**config.mk**
```make
export PLATFORM = sky130hd
export DESIGN_NAME = secap_sqrt_cell
export DESIGN_NICKNAME = d
export VERILOG_FILES = /design/src/rtl/secap_pkg.sv /design/src/rtl/secap_sqrt_cell.sv
export SDC_FILE = /design/constraint.sdc
export NUM_CORES = 1
export LEC_CHECK = 0
export BUFFER_PORTS_ARGS = -buffer_cell sky130_fd_sc_hd__buf_2
export CAP_MARGIN = 20
export CORE_ASPECT_RATIO = 1.1
export CORE_UTILIZATION = 45
export DETAILED_ROUTE_END_ITERATION = 10
export PLACE_DENSITY = 0.76
export SKIP_CTS_REPAIR_TIMING = 1
export SYNTH_ARGS = -nofsm -noshare
export SYNTH_HDL_FRONTEND = slang
export SYNTH_SLANG_ARGS = --single-unit
```
**constraint.sdc**
```tcl
create_clock -name clk -period 2.99 [get_ports clk]
set_clock_uncertainty 0.1 [all_clocks]
set_input_delay 0.299 -clock clk [delete_from_list [all_inputs] [get_ports clk]]
set_output_delay 0.299 -clock clk [all_outputs]
set_load 0.005 [all_outputs]
```
**src/rtl/secap_pkg.sv**
```systemverilog
package secap_pkg;

  // field and datapath widths
  localparam int COORD_W = 16;
  localparam int DIFF_W = COORD_W + 1;
  localparam int SQ_W = 2 * COORD_W;
  localparam int R2_W = SQ_W + 1;
  localparam int CW = 28;
  localparam int ANG_W = 32;
  localparam int SWEEP_W = 16;
  localparam int AREA_W = 39;
  localparam int PERIM_W = 24;
  localparam int CHORD_W = 21;

  // square root chain: one result bit per cell
  localparam int SQRT_STAGES = 25;
  localparam int ROOT_W = SQRT_STAGES;
  localparam int SQRT_VAL_W = 2 * SQRT_STAGES;
  localparam int REM_W = ROOT_W + 3;

  // cordic chain
  localparam int ATAN_ENTRIES = 24;
  localparam int CORDIC_STAGES_DEF = 16;
  localparam int PRESCALE = 8;
  localparam logic [ANG_W-1:0] HALF_TURN = 32'h8000_0000;
  localparam logic [ANG_W-1:0] ROUND_HALF = 32'h0000_8000;

  // pi scaled for the area and arc products
  localparam int PI32_W = 34;
  localparam int PI20_W = 22;
  localparam logic [PI32_W-1:0] PI_Q32 = 34'd13493037705;
  localparam logic [PI20_W-1:0] PI_Q20 = 22'd3294199;

  // atan(2^-i) in turns, 2^32 is a full turn
  localparam logic [ANG_W-1:0] ATAN_TURNS [ATAN_ENTRIES] = '{
    32'h20000000, 32'h12E4051E, 32'h09FB385B, 32'h051111D4,
    32'h028B0D43, 32'h0145D7E1, 32'h00A2F61E, 32'h00517C55,
    32'h0028BE53, 32'h00145F2F, 32'h000A2F98, 32'h000517CC,
    32'h00028BE6, 32'h000145F3, 32'h0000A2FA, 32'h0000517D,
    32'h000028BE, 32'h0000145F, 32'h00000A30, 32'h00000518,
    32'h0000028C, 32'h00000146, 32'h000000A3, 32'h00000051
  };

  typedef struct packed {
    logic signed [COORD_W-1:0] center_x;
    logic signed [COORD_W-1:0] center_y;
    logic signed [COORD_W-1:0] start_x;
    logic signed [COORD_W-1:0] start_y;
    logic signed [COORD_W-1:0] end_x;
    logic signed [COORD_W-1:0] end_y;
  } item_t;

  typedef struct packed {
    logic [AREA_W-1:0]  area_q4;
    logic [PERIM_W-1:0] perimeter_q4;
    logic [SWEEP_W-1:0] sweep_turns;
    logic               zero_radius;
  } result_t;

  typedef struct packed {
    logic signed [CW-1:0] x;
    logic signed [CW-1:0] y;
    logic [ANG_W-1:0]     z;
    logic                 zero;
  } cordic_t;

  typedef struct packed {
    logic [SQRT_VAL_W-1:0] val;
    logic [ROOT_W-1:0]     root;
    logic [REM_W-1:0]      rem;
  } sqrt_t;

endpackage

```
**src/rtl/secap_sqrt_cell.sv**
```systemverilog
module secap_sqrt_cell (
  input  logic             clk,
  input  logic             en,
  input  secap_pkg::sqrt_t din,
  output secap_pkg::sqrt_t dout
);
  import secap_pkg::*;

  sqrt_t            dout_next;
  logic [REM_W-1:0] rem_sh;
  logic [REM_W-1:0] trial;

  // one restoring step: bring down two bits, try the next root bit
  always_comb begin
    rem_sh = {din.rem[REM_W-3:0], din.val[SQRT_VAL_W-1 -: 2]};
    trial = {1'b0, din.root, 2'b01};
    dout_next.val = {din.val[SQRT_VAL_W-3:0], 2'b00};
    if (rem_sh >= trial) begin
      dout_next.rem = rem_sh - trial;
      dout_next.root = {din.root[ROOT_W-2:0], 1'b1};
    end else begin
      dout_next.rem = rem_sh;
      dout_next.root = {din.root[ROOT_W-2:0], 1'b0};
    end
  end

  always_ff @(posedge clk) begin
    if (en) begin
      dout <= dout_next;
    end
  end

endmodule

```
==> results.txt <==
Status = completed
CP delay by family, top = compound AO/OA/AOI/OAI gates
Num CTS Buffers = 9
Clock-pin slew on the worst setup and hold paths = 0.07 ns
Post-synth top area share = 0.622
Most frequent CP cell = a21oi_1
Count leader, synth = edfxtp_1
CTS tree = done
VDD IR max = 0.000281 V
Mapped Area = 4880 µm²
Final hold slack = 0.0275 ns
DRC violations left = 0
Gr usage total = 0.220
Crit path required time = 2.99 ns
Final worst setup slack = 0.282 ns
Yosys top cell by area = edfxtp_1
Number of max-cap violations = 0
Worst-path cell chain = buf_2 > inv_1 > ha_1 > a21oi_1 > a21oi_1 > or2_2 > a31oi_1 > o211a_1 > o21ai_1 > a221oi_1 > mux2_2
Worst Hold Class = in2reg
Area delta synth->final = 33.1%
Hold wc startpoint = din[70]
Initial antenna violation count = 0
Drt first-iter violations = 167
Antenna Nets Post-Route = 0
Routability cong. = 0.912
Period minus WS final = 2.71 ns
Seq/Total Area, Yosys = 0.622
N_diodes = 0
Core Footprint = 10400 µm²
Max-slew headroom = 0.569
Setup TNS = 0 ns
Drt first pass iters = 4
Vias after detailed routing = 3941
Nets = 754
Ys async rst share = 0
Endpoints failing setup = 0
Fillcell total = 854
Wire per inst = 16.0 µm
Global-route wire length before repair = 18.9 mm
Syn. warnings = 0
Biggest registers after layout = dout x101
Die Footprint = 11300 µm²
Pwr dens = 558 nW/µm²
Primary FF master, synth = edfxtp_1
Vias in the first global route = 3958
Die W = 101 µm
Die H = 111 µm
HPWL Detailed = 9.49 mm
Crit path launch type = input pin
CP max FO = 5
Std-Cell Rows = 39
Max reg flops = 101
FMAX = 369 MHz
Post-Place Worst Slack = -0.0488 ns
Final Slew Violations = 0
P_leak = 0.00298 µW
DRT Wirelength = 12.3 mm
CTS H-tree depth = 3
Transition time of the tightest slew-check pin = 0.646 ns
Critical path class = in2reg
Gr ovfl total = 0
Worst setup EP type = flop
Fin crit share = 0.906
Ports = 208
Layout cells sized above 1 = 0.392
Maximum number of pins on one net before global-route repair = 54
EDFF count, synth = 101
Hold path cells = 1
Biggest register = dout
Final Util = 0.622
Final hold vios = 0
Root Driver = clkbuf_16
Initial Util = 0.467
Synth unique cells = 43
Hold endpoint = dout[72]$_DFFE_PP_
Port Buf Inserts = 203
Synth area leaders = edfxtp_1 (62%), ha_1 (6.9%), o21ai_0 (3.8%)
Sink Count = 101
Syn Inst Count = 398
Crit path arrival time = 2.71 ns
Crit path buf inv count = 2
CP max-delay cell = mux2_2
Seq cells post-synth = 101
Synthesized area per cell = 12.3 µm²
Post-synth top cells = edfxtp_1 (101), nand2_1 (37), o21ai_0 (37)
Crit path largest cell delay = 0.37 ns
Unrepaired setup endpoints after global routing = no
Drt via density = 5.12
Maximum clock path buffer count = 2
-- where the power goes --
part	internal, µW	switching (µW)	total, µW	leakage [µW]
sequential	1730	32.4	1760	0.000988
combinational	340	389	729	0.00185
clock	585	548	1130	0.000145
-- area by class of cell --
class,instances,area [µm²],area share
multi-input cells,252,1660,0.256
inverters,34,128,0.0197
repair buffers,224,1200,0.185
well taps,143,179,0.0276
flip-flops and latches,101,3030,0.467
clock buffers,9,225,0.0347
clock inverters,7,67.6,0.0104
-- layer usage --
| layer | GRT usage | part of all wire |
|---|---|---|
| met5 | 0 | 0 |
| met1 | 0.248 | 0.39 |
| met2 | 0.380 | 0.49 |
| met3 | 0.0675 | 0.092 |
| met4 | 0.0947 | 0.023 |
-- cell families after synthesis --
kind of cell / synth area share
adder cells (fa/ha/maj): 0.0693
multiplexers: 0.00462
XOR/XNOR: 0.0377
buffers and inverters: 0.0385
other: 0.000769
AO/OA/AOI/OAI: 0.151
AND/OR/NAND/NOR: 0.0759
flip-flops: 0.622
-- cell usage in the layout, fill, tap and decap left out, types with 5 or more instances in the layout --
cell	instances
a211oi_1	5
a21o_1	20
a21oi_1	30
and3_1	6
buf_2	202
buf_4	20
clkbuf_16	9
edfxtp_1	101
ha_1	27
inv_1	33
nand2_1	37
nor2_1	13
o21ai_0	37
o21bai_1	6
xnor2_1	14
xor2_1	7
-- how the worst max path moves through the flow --
stage	cells after the start	from	to
after floorplan	10	din[31]	dout[27]$_DFFE_PP_
after global placement	10	din[1]	dout[27]$_DFFE_PP_
after detailed placement	10	din[1]	dout[27]$_DFFE_PP_
after CTS	10	din[1]	dout[27]$_DFFE_PP_
after global routing	11	din[29]	dout[27]$_DFFE_PP_
final	11	din[29]	dout[27]$_DFFE_PP_
-- stage by stage --
step	std cells	total power (µW)	instance area, µm²
floorplan	399	2150	4880
global placement	754	2500	6200
detailed placement	754	2520	6200
CTS	770	3650	6490
global route	770	3780	6490
finish	770	3620	6490
Note: power is estimated with default switching activity, not from simulation.
