<file path="config.mk">
export PLATFORM = sky130hd
export DESIGN_NAME = secap_cordic_cell
export DESIGN_NICKNAME = d
export VERILOG_FILES = /design/src/rtl/secap_pkg.sv /design/src/rtl/secap_cordic_cell.sv
export SDC_FILE = /design/constraint.sdc
export NUM_CORES = 1
export LEC_CHECK = 0
export ABC_AREA = 1
export BUFFER_PORTS_ARGS = -buffer_cell sky130_fd_sc_hd__buf_2
export CAP_MARGIN = 20
export CORE_UTILIZATION = 57
export CTS_CLUSTER_DIAMETER = 80
export DETAILED_ROUTE_END_ITERATION = 8
export HOLD_SLACK_MARGIN = 0.15
export PLACE_DENSITY_LB_ADDON = 0.05
export SYNTH_ARGS = -nofsm -noshare
export SYNTH_HDL_FRONTEND = slang
export SYNTH_SLANG_ARGS = --single-unit
</file>
<file path="constraint.sdc">
create_clock -name clk -period 4.3 [get_ports clk]
set_input_delay 0.215 -clock clk [delete_from_list [all_inputs] [get_ports clk]]
set_output_delay 0.215 -clock clk [all_outputs]
set_load 0.1 [all_outputs]
</file>
<file path="src/rtl/secap_pkg.sv">
package secap_pkg;

  // field and datapath widths
  localparam int COORD_W = 16;
  localparam int DIFF_W = COORD_W + 1;
  localparam int SQ_W = 2 * COORD_W;
  localparam int R2_W = SQ_W + 1;
  localparam int CW = 28;
  localparam int ANG_W = 32;
  localparam int SWEEP_W = 16;
  localparam int AREA_W = 39;
  localparam int PERIM_W = 24;
  localparam int CHORD_W = 21;

  // square root chain: one result bit per cell
  localparam int SQRT_STAGES = 25;
  localparam int ROOT_W = SQRT_STAGES;
  localparam int SQRT_VAL_W = 2 * SQRT_STAGES;
  localparam int REM_W = ROOT_W + 3;

  // cordic chain
  localparam int ATAN_ENTRIES = 24;
  localparam int CORDIC_STAGES_DEF = 16;
  localparam int PRESCALE = 8;
  localparam logic [ANG_W-1:0] HALF_TURN = 32'h8000_0000;
  localparam logic [ANG_W-1:0] ROUND_HALF = 32'h0000_8000;

  // pi scaled for the area and arc products
  localparam int PI32_W = 34;
  localparam int PI20_W = 22;
  localparam logic [PI32_W-1:0] PI_Q32 = 34'd13493037705;
  localparam logic [PI20_W-1:0] PI_Q20 = 22'd3294199;

  // atan(2^-i) in turns, 2^32 is a full turn
  localparam logic [ANG_W-1:0] ATAN_TURNS [ATAN_ENTRIES] = '{
    32'h20000000, 32'h12E4051E, 32'h09FB385B, 32'h051111D4,
    32'h028B0D43, 32'h0145D7E1, 32'h00A2F61E, 32'h00517C55,
    32'h0028BE53, 32'h00145F2F, 32'h000A2F98, 32'h000517CC,
    32'h00028BE6, 32'h000145F3, 32'h0000A2FA, 32'h0000517D,
    32'h000028BE, 32'h0000145F, 32'h00000A30, 32'h00000518,
    32'h0000028C, 32'h00000146, 32'h000000A3, 32'h00000051
  };

  typedef struct packed {
    logic signed [COORD_W-1:0] center_x;
    logic signed [COORD_W-1:0] center_y;
    logic signed [COORD_W-1:0] start_x;
    logic signed [COORD_W-1:0] start_y;
    logic signed [COORD_W-1:0] end_x;
    logic signed [COORD_W-1:0] end_y;
  } item_t;

  typedef struct packed {
    logic [AREA_W-1:0]  area_q4;
    logic [PERIM_W-1:0] perimeter_q4;
    logic [SWEEP_W-1:0] sweep_turns;
    logic               zero_radius;
  } result_t;

  typedef struct packed {
    logic signed [CW-1:0] x;
    logic signed [CW-1:0] y;
    logic [ANG_W-1:0]     z;
    logic                 zero;
  } cordic_t;

  typedef struct packed {
    logic [SQRT_VAL_W-1:0] val;
    logic [ROOT_W-1:0]     root;
    logic [REM_W-1:0]      rem;
  } sqrt_t;

endpackage

</file>
<file path="src/rtl/secap_cordic_cell.sv">
module secap_cordic_cell #(
  parameter int STAGE = 0
) (
  input  logic              clk,
  input  logic              en,
  input  secap_pkg::cordic_t din,
  output secap_pkg::cordic_t dout
);
  import secap_pkg::*;

  cordic_t              dout_next;
  logic signed [CW-1:0] xs;
  logic signed [CW-1:0] ys;

  // one vectoring micro-rotation towards the x axis
  always_comb begin
    xs = din.x >>> STAGE;
    ys = din.y >>> STAGE;
    dout_next.zero = din.zero;
    if (!din.y[CW-1]) begin
      dout_next.x = din.x + ys;
      dout_next.y = din.y - xs;
      dout_next.z = din.z + ATAN_TURNS[STAGE];
    end else begin
      dout_next.x = din.x - ys;
      dout_next.y = din.y + xs;
      dout_next.z = din.z - ATAN_TURNS[STAGE];
    end
  end

  always_ff @(posedge clk) begin
    if (en) begin
      dout <= dout_next;
    end
  end

endmodule

</file>
==> impl_metrics.env <==
export IMPL_status="finished, final reports clean"
export IMPL_hold_class="input port to register"
export IMPL_cts_tree="done"
export IMPL_vias_per_cell=5.24
export IMPL_hpwlAfterDp_um=22300
export IMPL_ant_nets=0
export IMPL_arrival_ps=2220
export IMPL_fillCellCount=1473
export IMPL_gp_congestion=1.01
export IMPL_synth_seq_area_share=0.286
export IMPL_finalMaxSlewViolations=0
export IMPL_syn_instance_count=1408
export IMPL_core_rowCount=46
export IMPL_synth_seq_cells=88
export IMPL_dp_cells=1770
export IMPL_n_antenna_cell=0
export IMPL_grt_max_degree=55
export IMPL_die_area_mm2=0.0167
export IMPL_die_h_um=129
export IMPL_cts_root_buf="clkbuf_16"
export IMPL_period_needed_ps=2100
export IMPL_syn_to_final_growth_pct=17.1
export IMPL_start_util=0.582
export IMPL_ys_flop_type="edfxtp_1"
export IMPL_portBuffers=179
export IMPL_fmax_ghz=0.475
export IMPL_grt_ovfl_total=0
export IMPL_irDropWorstVdd_v=0.000244
export IMPL_report_final_setup_viol=0
export IMPL_largest_reg_flops=88
export IMPL_wl_per_cell_um=15.7
export IMPL_worstHoldStart="din[30]"
export IMPL_seqCellArea_mm2=0.00264
export IMPL_grt_usage=0.346
export IMPL_finalSetupTns_ps=0
export IMPL_drive_above_1_share=0.151
export IMPL_startpoint="din[40]"
export IMPL_relSlewSlack=0.469
export IMPL_num_io_pins=180
export IMPL_hold_depth=2
export IMPL_tightest_slew_ps=795
export IMPL_synth_edf_count=88
export IMPL_cts_sinks=88
export IMPL_post_route_util=0.682
export IMPL_synth_area_per_cell_um2=6.57
export IMPL_cts_buffer_depth=2
export IMPL_clkTransAtPathRegs_ps=80
export IMPL_htreeDepth=3
export IMPL_ys_warn_count=0
export IMPL_syn_cell_area_mm2=0.00925
export IMPL_multi_input_area_mm2=0.00533
export IMPL_top_register="dout"
export IMPL_maxCapViolations=0
export IMPL_cp_start_kind="input port"
export IMPL_instances_no_fill=1816
export IMPL_grt_pass1_vias=8955
export IMPL_antenna_found_initial=0
export IMPL_core_area_mm2=0.0159
export IMPL_power_density_mw_per_mm2=351
export IMPL_drt_first_pass_iters=5
export IMPL_required_ps=4420
export IMPL_layout_nets=1780
export IMPL_die_w_um=129
export IMPL_routed_wl_um=28500
export IMPL_endpoint="dout[79]$_DFFE_PP_"
export IMPL_drc=0
export IMPL_cts_buffers=9
export IMPL_power_mw=3.80
export IMPL_postCtsSetupBuffers=0
export IMPL_p_leak_nw=5.98
export IMPL_async_flop_share=0
export IMPL_synth_cell_types=35
export IMPL_dr_first_iter_drc_count=758
export IMPL_crit_fanout=9
export IMPL_biggestRegsByFlops="dout x88"
export IMPL_crit_type="input port to register"
export IMPL_rsz0062_at_grt="false"
export IMPL_grt_pass1_wl_um=44100
export IMPL_syn_nets=1593
export IMPL_hold_viol_final=0
export IMPL_min_period_over_period=0.489
export IMPL_ctsResizeCount=0
export IMPL_end_kind="register"
export IMPL_route_vias_total=9524
-- critical path: stages --
cell and delay (ps):
buf_2 110, inv_1 40, ha_1 460, nand2_1 140
nand2_1 140, a21oi_1 330, nand3_1 310, nand2_1 190
nand4_1 100, nand3_1 130, nand2_1 60
-- worst min path at each step --
| stage | end |
|---|---|
| floorplan | dout[0]$_DFFE_PP_ |
| global placement | dout[6]$_DFFE_PP_ |
| detailed placement | dout[5]$_DFFE_PP_ |
| CTS | dout[30]$_DFFE_PP_ |
| global route | dout[30]$_DFFE_PP_ |
| finish | dout[30]$_DFFE_PP_ |
-- power breakdown --
part           leakage (nW)  switching, mW  internal (mW)
sequential            0.860         0.0274           1.08
clock                 0.144          0.389          0.458
combinational          4.97           1.46          0.390
total                  5.98           1.88           1.92
-- metal layers --
metal	track usage	wire [um]	vias up	part of all wire
li1	-	-	4782	-
met1	0.436	12100	4281	0.43
met2	0.593	13400	396	0.47
met4	0.154	1020	0	0.036
met5	0	0	-	0
met3	0.0458	1970	65	0.069
-- synthesized netlist by cell type (2+ instances only) --
master      n  area, um2
nor2_2     16        100
buf_4      14        105
nand2_1   474       1780
ha_1       90       1130
o22ai_1     7       43.8
nand3_1   127        636
nand2_2     6       37.5
xnor2_1     2       17.5
o21bai_1   15        113
nor3_1      4       20.0
and2_1      2       12.5
nand3_2     3       30.0
o21ai_1    13       65.1
inv_2       6       22.5
edfxtp_1   88       2640
nor2_4      2       22.5
inv_1     273       1020
buf_2      14       70.1
nand2_4     2       22.5
nand4_1    26        163
a31oi_1     5       31.3
nor2_1     79        297
xor2_1     18        158
a21oi_1    64        320
buf_6       2       22.5
o21ai_0    33        165
fa_1        4       80.1
buf_1       6       22.5
a21oi_2     7       61.3
-- layout by cell type (no fill, tap or decap), drive strengths merged, types with 2 or more instances in the layout --
master / synthesis / routed
dlygate4sd3: 0 / 30
o21ai: 46 / 46
nand2: 482 / 482
nand3: 130 / 130
clkinvlp: 0 / 2
a31oi: 5 / 5
inv: 279 / 281
xor2: 18 / 18
edfxtp: 88 / 88
a21oi: 71 / 71
o21bai: 15 / 15
clkbuf: 1 / 9
nor2: 97 / 97
buf: 36 / 183
nor3: 5 / 5
o22ai: 7 / 7
fa: 4 / 4
nand4: 26 / 26
clkinv: 1 / 3
and2: 2 / 2
ha: 90 / 90
xnor2: 2 / 2
-- stage by stage --
step                      area [um2]  hold slack (ps)  setup WS, ps
final                          10800              175          2200
after global routing           10800              186          2060
after CTS                      10800              168          2280
after detailed placement       10200              394          1900
after global placement         10200              391          1910
after floorplan                 9250              314          2510
-- cell type report --
class	count	area share
Multi-Input combinational cell	1003	0.492
Sequential cell	88	0.244
Timing Repair Buffer	213	0.113
Inverter	280	0.0970
Tap cell	216	0.0250
Clock buffer	9	0.0208
Clock inverter	7	0.00728
-- logic make-up (layout without fill, tap and decap cells) --
family / after synthesis / after routing / share of synthesized area
mux: 1 / 1 / 0.00108
buf+inv: 317 / 509 / 0.138
compound gates: 145 / 145 / 0.0872
fa+ha+maj: 94 / 94 / 0.130
flops: 88 / 88 / 0.286
xor+xnor: 20 / 20 / 0.0189
simple gates: 743 / 743 / 0.339
-- repair_timing --
action | 4_1_cts | 5_1_grt
setup endpoints to repair | 0 | 0
hold buffers | 30 | 0
hold endpoints to repair | 30 | 0
Note: power is estimated with default switching activity, not from simulation.
